File: config.mk
export PLATFORM = sky130hd
export DESIGN_NAME = k_cpm_ctrl
export DESIGN_NICKNAME = d
export VERILOG_FILES = /design/src/rtl/core/k_cpm_pkg.sv /design/src/rtl/core/k_cpm_ctrl.sv
export VERILOG_INCLUDE_DIRS = /design/src /design/src/rtl/core
export SDC_FILE = /design/constraint.sdc
export NUM_CORES = 1
export LEC_CHECK = 0
export ABC_AREA = 1
export BUFFER_PORTS_ARGS = -buffer_cell sky130_fd_sc_hd__clkbuf_2
export CAP_MARGIN = 40
export CORE_UTILIZATION = 34
export DETAILED_ROUTE_END_ITERATION = 10
export PLACE_DENSITY = 0.56
export SLEW_MARGIN = 20
export SYNTH_ARGS = -nofsm -noshare
export SYNTH_HDL_FRONTEND = slang
export SYNTH_SLANG_ARGS = --single-unit
File: constraint.sdc
create_clock -name i_clk -period 2.2 [get_ports i_clk]
set_input_delay 0.22 -clock i_clk [delete_from_list [all_inputs] [get_ports i_clk]]
set_output_delay 0.22 -clock i_clk [all_outputs]
set_load 0.005 [all_outputs]
File: src/rtl/core/k_core_peel_max_core_macros.svh
//------------------------------------------------------------------------------
// k_core_peel_max_core_macros
// Assertion macros shared by the k-core peeling modules.
//------------------------------------------------------------------------------
`ifndef K_CORE_PEEL_MAX_CORE_MACROS_SVH
`define K_CORE_PEEL_MAX_CORE_MACROS_SVH
`ifndef SYNTHESIS
// same-cycle implication, checked out of reset
`define KCPM_ASSERT_NOW(label, ante, cons) \
    label: assert property (@(posedge i_clk) disable iff (!i_rst_n) (ante) |-> (cons)) \
        else $error("k-core assertion failed");
// next-cycle implication, checked out of reset
`define KCPM_ASSERT_NEXT(label, ante, cons) \
    label: assert property (@(posedge i_clk) disable iff (!i_rst_n) (ante) |=> (cons)) \
        else $error("k-core assertion failed");
`else
`define KCPM_ASSERT_NOW(label, ante, cons)
`define KCPM_ASSERT_NEXT(label, ante, cons)
`endif
`endif

File: src/rtl/core/k_cpm_pkg.sv
//------------------------------------------------------------------------------
// k_cpm_pkg
// Types and codes shared by the k-core peeling controller and datapath.
//------------------------------------------------------------------------------
package k_cpm_pkg;

    // item actions
    localparam logic [1:0] ACT_CLEAR = 2'd0;
    localparam logic [1:0] ACT_ADD   = 2'd1;
    localparam logic [1:0] ACT_RUN   = 2'd2;
    localparam logic [1:0] ACT_QUERY = 2'd3;

    // result status codes
    localparam logic [1:0] STS_OK       = 2'd0;
    localparam logic [1:0] STS_FULL     = 2'd1;
    localparam logic [1:0] STS_RANGE    = 2'd2;
    localparam logic [1:0] STS_NOT_DONE = 2'd3;

    localparam int          EDGE_W   = 20;
    localparam logic [12:0] CVAL_MAX = 13'h1FFF;

    typedef struct packed {
        logic [1:0] action;
        logic [9:0] end_a;
        logic [9:0] end_b;
        logic [9:0] probe_vertex;
    } t_item;

    typedef struct packed {
        logic [1:0]  status;
        logic [12:0] core_value;
        logic [10:0] core_size;
        logic        in_core;
    } t_result;

    // datapath commands, one per controller step
    typedef enum logic [4:0] {
        CMD_IDLE,
        CMD_ITEM,
        CMD_INIT,
        CMD_DEG_RD,
        CMD_DEG_RA,
        CMD_DEG_WA,
        CMD_DEG_RB,
        CMD_DEG_WB,
        CMD_SCAN_RD,
        CMD_SCAN_CHK,
        CMD_SCAN_NEXT,
        CMD_RM_RD,
        CMD_RM_EDGE,
        CMD_RM_UPD,
        CMD_MIN_RD,
        CMD_MIN_CHK,
        CMD_MIN_END,
        CMD_COPY_RD,
        CMD_COPY_WR,
        CMD_FIN
    } t_cmd;

    // datapath status back to the controller
    typedef struct packed {
        logic last_v;
        logic last_e;
        logic edge_empty;
        logic rm_hit;
        logic rm_match;
        logic found;
        logic cnt_zero;
    } t_dp_sts;

endpackage

File: src/rtl/core/k_cpm_ctrl.sv
//------------------------------------------------------------------------------
// k_cpm_ctrl
// Controller: sequences item handling and the peeling walk.
//------------------------------------------------------------------------------
module k_cpm_ctrl (
    input  logic               i_clk,
    input  logic               i_rst_n,
    input  logic               start,
    input  logic [1:0]         i_action,
    input  k_cpm_pkg::t_dp_sts i_sts,
    output logic               busy,
    output k_cpm_pkg::t_cmd    o_cmd
);
`include "k_core_peel_max_core_macros.svh"

    typedef enum logic [4:0] {
        S_IDLE, S_INIT, S_DEG_RD, S_DEG_RA, S_DEG_WA, S_DEG_RB, S_DEG_WB,
        S_SCAN_RD, S_SCAN_CHK, S_SCAN_NEXT, S_RM_RD, S_RM_EDGE, S_RM_UPD,
        S_MIN_RD, S_MIN_CHK, S_MIN_END, S_COPY_RD, S_COPY_WR, S_FIN
    } t_state;

    t_state r_state, n_state;

    assign busy = (r_state != S_IDLE);

    // next state
    always_comb begin
        n_state = r_state;
        case (r_state)
            S_IDLE:      if (start && (i_action == k_cpm_pkg::ACT_RUN)) n_state = S_INIT;
            S_INIT:      if (i_sts.last_v) n_state = i_sts.edge_empty ? S_SCAN_RD : S_DEG_RD;
            S_DEG_RD:    n_state = S_DEG_RA;
            S_DEG_RA:    n_state = S_DEG_WA;
            S_DEG_WA:    n_state = S_DEG_RB;
            S_DEG_RB:    n_state = S_DEG_WB;
            S_DEG_WB:    n_state = i_sts.last_e ? S_SCAN_RD : S_DEG_RD;
            S_SCAN_RD:   n_state = S_SCAN_CHK;
            S_SCAN_CHK:  n_state = (i_sts.rm_hit && !i_sts.edge_empty) ? S_RM_RD : S_SCAN_NEXT;
            S_SCAN_NEXT: begin
                if (!i_sts.last_v || i_sts.found) n_state = S_SCAN_RD;
                else n_state = S_MIN_RD;
            end
            S_RM_RD:     n_state = S_RM_EDGE;
            S_RM_EDGE: begin
                if (i_sts.rm_match) n_state = S_RM_UPD;
                else n_state = i_sts.last_e ? S_SCAN_NEXT : S_RM_RD;
            end
            S_RM_UPD:    n_state = i_sts.last_e ? S_SCAN_NEXT : S_RM_RD;
            S_MIN_RD:    n_state = S_MIN_CHK;
            S_MIN_CHK:   n_state = i_sts.last_v ? S_MIN_END : S_MIN_RD;
            S_MIN_END:   n_state = i_sts.cnt_zero ? S_FIN : S_COPY_RD;
            S_COPY_RD:   n_state = S_COPY_WR;
            S_COPY_WR:   n_state = i_sts.last_v ? S_SCAN_RD : S_COPY_RD;
            S_FIN:       n_state = S_IDLE;
            default:     n_state = S_IDLE;
        endcase
    end

    // command to datapath
    always_comb begin
        case (r_state)
            S_IDLE:      o_cmd = start ? k_cpm_pkg::CMD_ITEM : k_cpm_pkg::CMD_IDLE;
            S_INIT:      o_cmd = k_cpm_pkg::CMD_INIT;
            S_DEG_RD:    o_cmd = k_cpm_pkg::CMD_DEG_RD;
            S_DEG_RA:    o_cmd = k_cpm_pkg::CMD_DEG_RA;
            S_DEG_WA:    o_cmd = k_cpm_pkg::CMD_DEG_WA;
            S_DEG_RB:    o_cmd = k_cpm_pkg::CMD_DEG_RB;
            S_DEG_WB:    o_cmd = k_cpm_pkg::CMD_DEG_WB;
            S_SCAN_RD:   o_cmd = k_cpm_pkg::CMD_SCAN_RD;
            S_SCAN_CHK:  o_cmd = k_cpm_pkg::CMD_SCAN_CHK;
            S_SCAN_NEXT: o_cmd = k_cpm_pkg::CMD_SCAN_NEXT;
            S_RM_RD:     o_cmd = k_cpm_pkg::CMD_RM_RD;
            S_RM_EDGE:   o_cmd = k_cpm_pkg::CMD_RM_EDGE;
            S_RM_UPD:    o_cmd = k_cpm_pkg::CMD_RM_UPD;
            S_MIN_RD:    o_cmd = k_cpm_pkg::CMD_MIN_RD;
            S_MIN_CHK:   o_cmd = k_cpm_pkg::CMD_MIN_CHK;
            S_MIN_END:   o_cmd = k_cpm_pkg::CMD_MIN_END;
            S_COPY_RD:   o_cmd = k_cpm_pkg::CMD_COPY_RD;
            S_COPY_WR:   o_cmd = k_cpm_pkg::CMD_COPY_WR;
            S_FIN:       o_cmd = k_cpm_pkg::CMD_FIN;
            default:     o_cmd = k_cpm_pkg::CMD_IDLE;
        endcase
    end

    // hold state
    always_ff @(posedge i_clk) begin
        if (!i_rst_n) begin
            r_state <= S_IDLE;
        end else begin
            r_state <= n_state;
        end
    end

    `KCPM_ASSERT_NEXT(a_run_busy, start && !busy && (i_action == k_cpm_pkg::ACT_RUN), busy)
    `KCPM_ASSERT_NEXT(a_item_free, start && !busy && (i_action != k_cpm_pkg::ACT_RUN), !busy)
    `KCPM_ASSERT_NEXT(a_fin_idle, r_state == S_FIN, r_state == S_IDLE)

endmodule
==> flow_summary.rst, run 1 <==
.. list-table::
   :header-rows: 1

   * - Metric
     - Value
   * - Status
     - finished, final reports clean
   * - Max rail drop VDD
     - slightly below 0.5 mV
   * - Setup Skew
     - 0.00442 ns
   * - Via density per instance
     - 5.02
   * - RSZ-0062 raised after global routing
     - no
   * - Reg2reg setup slack
     - 0.70 ns
   * - Total via count after detailed routing
     - roughly 810
   * - Biggest regs
     - r_state (5)
   * - Half-perimeter wire length after placement
     - around 1500 um
   * - Number of flops mapped to enable cells by yosys
     - 0
   * - Pre-CTS WS
     - 0.646 ns
   * - Wire length after detailed routing
     - around 1800 um
   * - # IOs
     - 18
   * - Die Span Y
     - about 44 um
   * - Synth warnings
     - 0
   * - Clock-pin slew of the registers on the worst-case setup and hold paths
     - 0.04 ns
   * - Most repeated cell in the gate-level netlist after synthesis
     - nand2_1
   * - Flip-flop count of the largest register, all copies and words added
     - 5
   * - Post-synthesis cell area
     - ~600 um2
   * - Placed Cells incl. Taps
     - roughly 160
   * - Worst-margin pin slew
     - between 0.3 and 0.4 ns
   * - Level count of the clock H-tree
     - 1
   * - Hold Fails Final Rpt
     - 0
   * - Maximum Capacitance Violations
     - 0
   * - Synth Register Bits
     - 5
   * - Critical path fanouts, max
     - 6
   * - Final core utilization
     - between 40% and 50%
   * - Number of instances resized during post-cts repair
     - 0
   * - Setup crit start
     - r_state[0]$_SDFFE_PN0P_
   * - Total negative setup slack
     - 0 ns
   * - Num Clock Sinks
     - 5
   * - Final worst-path setup slack
     - 0.371 ns
   * - Total Nets Final
     - 150
   * - Commonest register cell after synthesis
     - dfxtp_1
   * - Initial cell density of the core
     - between 30% and 40%
   * - I/O Buffers
     - 17
   * - Cts bufs inserted
     - 3
   * - Worst r2r src
     - r_state[0]$_SDFFE_PN0P_
   * - Placement row count
     - 14
   * - Max transition margin
     - between 70 and 80%
   * - Reg-to-reg endpoint
     - r_state[0]$_SDFFE_PN0P_
   * - Worst setup path end
     - o_cmd[2]
   * - Count of pins over their slew limit
     - 0
   * - Ant diodes
     - 0
   * - Seq/Total Area, Yosys
     - 16.5%
   * - Count of unique library cells instantiated by Yosys
     - 21
   * - GRT overflow
     - 0
   * - Die W
     - approximately 44 um
   * - Area fraction of the dominant cell type after synthesis
     - between 20% and 30%
   * - Synth top area cells
     - nand2_1 (22%), dfxtp_1 (16%), nand3_1 (13%)
   * - Later-pin clock latency in the skew report
     - 0.24 ns
   * - Area overhead of the layout relative to synthesis
     - 23.3%
   * - Vias in the first global route
     - around 760
   * - Max Fclk
     - 547 MHz
   * - Library cell with the largest summed area after synthesis
     - nand2_1
   * - CTS tree
     - done
   * - Leakage Power
     - roughly 0.45 nW
   * - TritonRoute pass-1 iters
     - 4
   * - Count of mapped cells out of synthesis
     - roughly 120
   * - Die area
     - around 2000 um2
   * - Power density of the placed cells
     - ~480 nW/um2
   * - Type of the setup path with the least slack
     - flip-flop to output pin
   * - Data required time at the worst endpoint
     - just under 2 ns
   * - Floorplan core area
     - 1590 um2
   * - Number of nets produced by synthesis
     - ~130
   * - Buffer type at the clock tree root
     - clkbuf_4
   * - Mean instance size in the synthesized netlist
     - ~5.2 um2
   * - Antenna Violating Nets Remaining
     - 0
   * - Type of the tightest min-delay check
     - primary input to flip-flop
   * - CTS Hold Bufs
     - 0
   * - Top post-synthesis cells by count
     - nand2_1 (36), inv_1 (16), nand3_1 (16)
   * - CTS max path bufs
     - 2
   * - Endpoint arrival time on the critical path
     - roughly 1.6 ns
   * - Final cell count without fillers
     - 161
   * - Share of post-route cells with drive strength above 1
     - a little over a fifth
   * - Critical Path Start Type
     - flip-flop
   * - Wire length of the first global-routing pass
     - 3110 um
   * - Setup bufs post-CTS
     - 0
   * - Async S/R FF share, synth
     - 0%
   * - Iteration-0 DRC count of the detailed router
     - 28
   * - Worst reg-to-reg path cell count
     - 6
   * - Worst setup EP type
     - output pin
   * - Largest register by flop count
     - r_state
   * - Drt wl/cell
     - ~11 um
   * - Placer's final routability congestion estimate
     - between 0.9 and 1
   * - Clock period minus final worst setup slack
     - about 1.8 ns
   * - DR DRC count
     - 0
   * - Total routing resource utilization after global routing
     - a little over a fifth
   * - Final setup violating endpoints
     - 0
   * - Pin count of the biggest net entering global routing
     - 9
   * - Share of the clock period used by the worst path after layout
     - roughly 83%
   * - Antenna violations before repair
     - 0
layer usage:
metal	vias up	wire, um	GRT usage, %
met5	-	0	0
met2	28	903	37.4
li1	414	-	-
met1	367	834	27.9
met4	0	0	0.606
met3	0	89	5.31
cell type report:
| class | instances | area (um2) |
|---|---|---|
| Clock buffer | 4 | 26.3 |
| Fill cell | 185 | 845 |
| Inverter | 19 | 71.3 |
| Multi-Input combinational cell | 92 | 437 |
| Sequential cell | 5 | 100 |
| Tap cell | 24 | 30.0 |
| Timing Repair Buffer | 17 | 85.1 |
worst max-delay path, stage by stage, from the launching register on:
cell and delay [ns]:
dfxtp_1 0.45, inv_2 0.10, nand2_1 0.09, nor2_2 0.07, o21ai_0 0.21, nand2_1 0.11
a21oi_1 0.13, nand3_1 0.09, clkbuf_2 0.12
logic make-up (layout without fill, tap and decap cells):
group           Yosys count  after routing  share of synthesized area [%]
flops                     5              5                           16.5
simple gates             78             78                           58.4
buf+inv                  19             40                           11.7
compound gates           14             14                           13.4
worst min path at each step:
| stage | startpoint | end | slack (ns) | cells after the start |
|---|---|---|---|---|
| after floorplan | i_rst_n | r_state[1]$_SDFFE_PN0P_ | 0.39 | 2 |
| after global placement | i_rst_n | r_state[2]$_SDFFE_PN0P_ | 0.51 | 3 |
| final | i_rst_n | r_state[2]$_SDFFE_PN0P_ | 0.29 | 3 |
| after CTS | i_rst_n | r_state[1]$_SDFFE_PN0P_ | 0.28 | 3 |
| after global routing | i_rst_n | r_state[1]$_SDFFE_PN0P_ | 0.31 | 3 |
| after detailed placement | i_rst_n | r_state[1]$_SDFFE_PN0P_ | 0.54 | 3 |
cells in the final DEF (no fill, tap or decap):
cell type / n
or3b_1: 1
clkbuf_2: 17
nand3_1: 16
a22oi_1: 1
nor2_2: 3
nand2_2: 2
a21oi_1: 6
inv_1: 16
nand2_1: 36
nor3_1: 2
clkbuf_1: 1
o21ai_1: 2
nor2_4: 1
o2111ai_1: 1
dfxtp_1: 5
o22ai_1: 1
nor2_1: 15
nand4_1: 1
o21ai_0: 1
clkbuf_4: 3
o21bai_1: 1
nor3_4: 1
inv_2: 3
a31oi_1: 1
stage by stage:
stage          hold slack, ns  area, um2  total power [mW]
2_1_floorplan           0.393        608             0.204
3_3_place_gp            0.513        723             0.255
3_5_place_dp            0.538        723             0.255
4_1_cts                 0.284        749             0.363
5_1_grt                 0.311        749             0.386
6_report                0.292        749             0.359
report_power, final:
part	total, mW	switching, mW	internal, mW	leakage, nW
Clock	0.102	0.0335	0.0683	0.0150
Combinational	0.149	0.0927	0.0564	0.392
Sequential	0.108	0.0109	0.0969	0.0405
Total	0.359	0.137	0.222	0.448
No activity file was read; power rests on OpenSTA's default activity.
==> inputs of run 2 (changes only) <==
clock period = 1.9 ns   (was 2.2 ns; I/O delays follow)
==> flow_summary.rst, run 2 (synthesis gave the netlist of run 1 again) <==
.. list-table::
   :header-rows: 1

   * - Metric
     - Value
   * - Reg-to-reg endpoint
     - r_state[0]$_SDFFE_PN0P_
   * - Worst setup EP type
     - output pin
   * - Wire length of the first global-routing pass
     - roughly 3000 um
   * - Antenna Violating Nets Remaining
     - 0
   * - Final cell count without fillers
     - between 150 and 200
   * - Type of the setup path with the least slack
     - flip-flop to output pin
   * - Pre-CTS WS
     - around 0.36 ns
   * - Wire length after detailed routing
     - roughly 1800 um
   * - Cts bufs inserted
     - 3
   * - Total of fill cells in the finished design
     - 177
   * - Max transition margin
     - 76.8%
   * - Critical path fanouts, max
     - 7
   * - Initial cell density of the core
     - a little under two fifths
   * - Placement row count
     - 14
   * - Number of instances resized during post-cts repair
     - 0
   * - Data required time at the worst endpoint
     - about 1.7 ns
   * - Pin count of the biggest net entering global routing
     - 9
   * - # IOs
     - 18
   * - Count of pins over their slew limit
     - 0
   * - RSZ-0062 raised after global routing
     - no
   * - Commonest cells after routing, fill and taps aside
     - nand2_1 (36), clkbuf_2 (17), inv_1 (16), nand3_1 (16), nor2_1 (15)
   * - Final worst-path setup slack
     - approximately 0.16 ns
   * - Total via count after detailed routing
     - 783
   * - DR DRC count
     - 0
   * - Total routing resource utilization after global routing
     - approximately a fifth
   * - Vias in the first global route
     - around 720
   * - Max rail drop VDD
     - slightly below 0.4 mV
   * - Area overhead of the layout relative to synthesis
     - 23.5%
   * - Num Clock Sinks
     - 5
   * - Switching power share of the total
     - 37.8%
   * - Status
     - finished, final reports clean
   * - Iteration-0 DRC count of the detailed router
     - 27
   * - Antenna violations before repair
     - 0
   * - Type of the tightest min-delay check
     - primary input to flip-flop
   * - Commonest non-fill, non-tap cell in the layout
     - nand2_1
   * - Internal power
     - approximately 260 uW
   * - Leakage Power
     - 0.448 nW
   * - Total negative setup slack
     - 0 ns
   * - Post-placement cell area
     - slightly above 700 um2
   * - Die Span Y
     - roughly 44 um
   * - Largest register by flop count
     - r_state
   * - Power density of the placed cells
     - roughly 550 nW/um2
   * - Later-pin clock latency in the skew report
     - about 0.24 ns
   * - Worst r2r src
     - r_state[0]$_SDFFE_PN0P_
   * - Flip-flop count of the largest register, all copies and words added
     - 5
   * - CTS Hold Bufs
     - 0
   * - Setup bufs post-CTS
     - 0
   * - TritonRoute pass-1 iters
     - 4
   * - Power share of the clock group
     - around 30%
   * - Placed Cells incl. Taps
     - 157
   * - Die W
     - 44.3 um
   * - Hold slack final
     - about 0.23 ns
   * - Sequential fraction of design power
     - approximately 30%
   * - Final core utilization
     - 47.1%
   * - Max Fclk
     - ~570 MHz
   * - Buffer type at the clock tree root
     - clkbuf_4
   * - Net load switching power
     - ~160 uW
   * - Placer's final routability congestion estimate
     - 0.886
   * - Setup crit start
     - r_state[0]$_SDFFE_PN0P_
   * - Worst-margin pin slew
     - about 0.35 ns
   * - CTS tree
     - done
   * - Overall power after layout
     - roughly 410 uW
   * - GRT overflow
     - 0
   * - Critical Path Start Type
     - flip-flop
   * - I/O Buffers
     - 17
   * - Via density per instance
     - between 4 and 5
   * - Ant diodes
     - 0
   * - Endpoint arrival time on the critical path
     - 1.55 ns
   * - Final setup violating endpoints
     - 0
   * - Half-perimeter wire length after placement
     - about 1400 um
   * - Reg2reg setup slack
     - between 0.4 and 0.5 ns
   * - Multi-input gate area in the final layout
     - roughly 440 um2
   * - Combinational fraction of design power
     - roughly 40%
   * - Worst reg-to-reg path cell count
     - 7
   * - Maximum Capacitance Violations
     - 0
   * - Total Nets Final
     - 150
   * - Hold Fails Final Rpt
     - 0
   * - Biggest regs
     - r_state (5)
   * - Share of post-route cells with drive strength above 1
     - 22.6%
   * - Share of the clock period used by the worst path after layout
     - 91.5%
   * - Post-route cell area
     - 751 um2
   * - Drt wl/cell
     - 10.9 um
   * - Clock period minus final worst setup slack
     - between 1.5 and 2 ns
   * - Die area
     - 1960 um2
   * - Sequential cell area
     - 101 um2
   * - Level count of the clock H-tree
     - 1
   * - Floorplan core area
     - between 1500 and 2000 um2
   * - Setup Skew
     - around 0.0081 ns
   * - Worst setup path end
     - o_cmd[3]
   * - CTS max path bufs
     - 2
   * - Clock-pin slew of the registers on the worst-case setup and hold paths
     - roughly 0.05 ns
## run 2: how the worst min path moves through the flow
| stage | cells after the start | slack, ns | start | to |
|---|---|---|---|---|
| floorplan | 2 | 0.36 | i_rst_n | r_state[1]$_SDFFE_PN0P_ |
| global placement | 3 | 0.49 | i_rst_n | r_state[2]$_SDFFE_PN0P_ |
| detailed placement | 3 | 0.48 | i_rst_n | r_state[1]$_SDFFE_PN0P_ |
| CTS | 3 | 0.23 | i_rst_n | r_state[1]$_SDFFE_PN0P_ |
| global route | 3 | 0.26 | i_rst_n | r_state[2]$_SDFFE_PN0P_ |
| finish | 3 | 0.23 | i_rst_n | r_state[1]$_SDFFE_PN0P_ |
## run 2: final cells by class
cell class | instances | area share, %
Sequential cell | 5 | 13.5
Clock buffer | 4 | 3.50
Multi-Input combinational cell | 92 | 58.2
Tap cell | 24 | 4.00
Timing Repair Buffer | 17 | 11.3
Inverter | 19 | 9.50
## run 2: power groups by stage
stage	Combinational [mW]	Clock (mW)	Sequential (mW)
3_3_place_gp	0.168	0	0.126
5_1_grt	0.187	0.140	0.126
4_1_cts	0.166	0.127	0.125
3_5_place_dp	0.165	0	0.126
2_1_floorplan	0.112	0	0.125
6_report	0.166	0.123	0.125
## run 2: per-layer routing
metal	wire length, um	GRT usage, %
met5	0	0
met4	10	5.45
met3	163	4.90
met2	784	33.8
met1	796	27.5
## run 2: worst max-delay path, cell delays in order (launching register included)
cell and delay, ns:
dfxtp_1 0.44, inv_2 0.10, nor3_4 0.26, nand2_1 0.15, nand2_1 0.10, a21oi_1 0.05, nand3_1 0.09, clkbuf_2 0.11
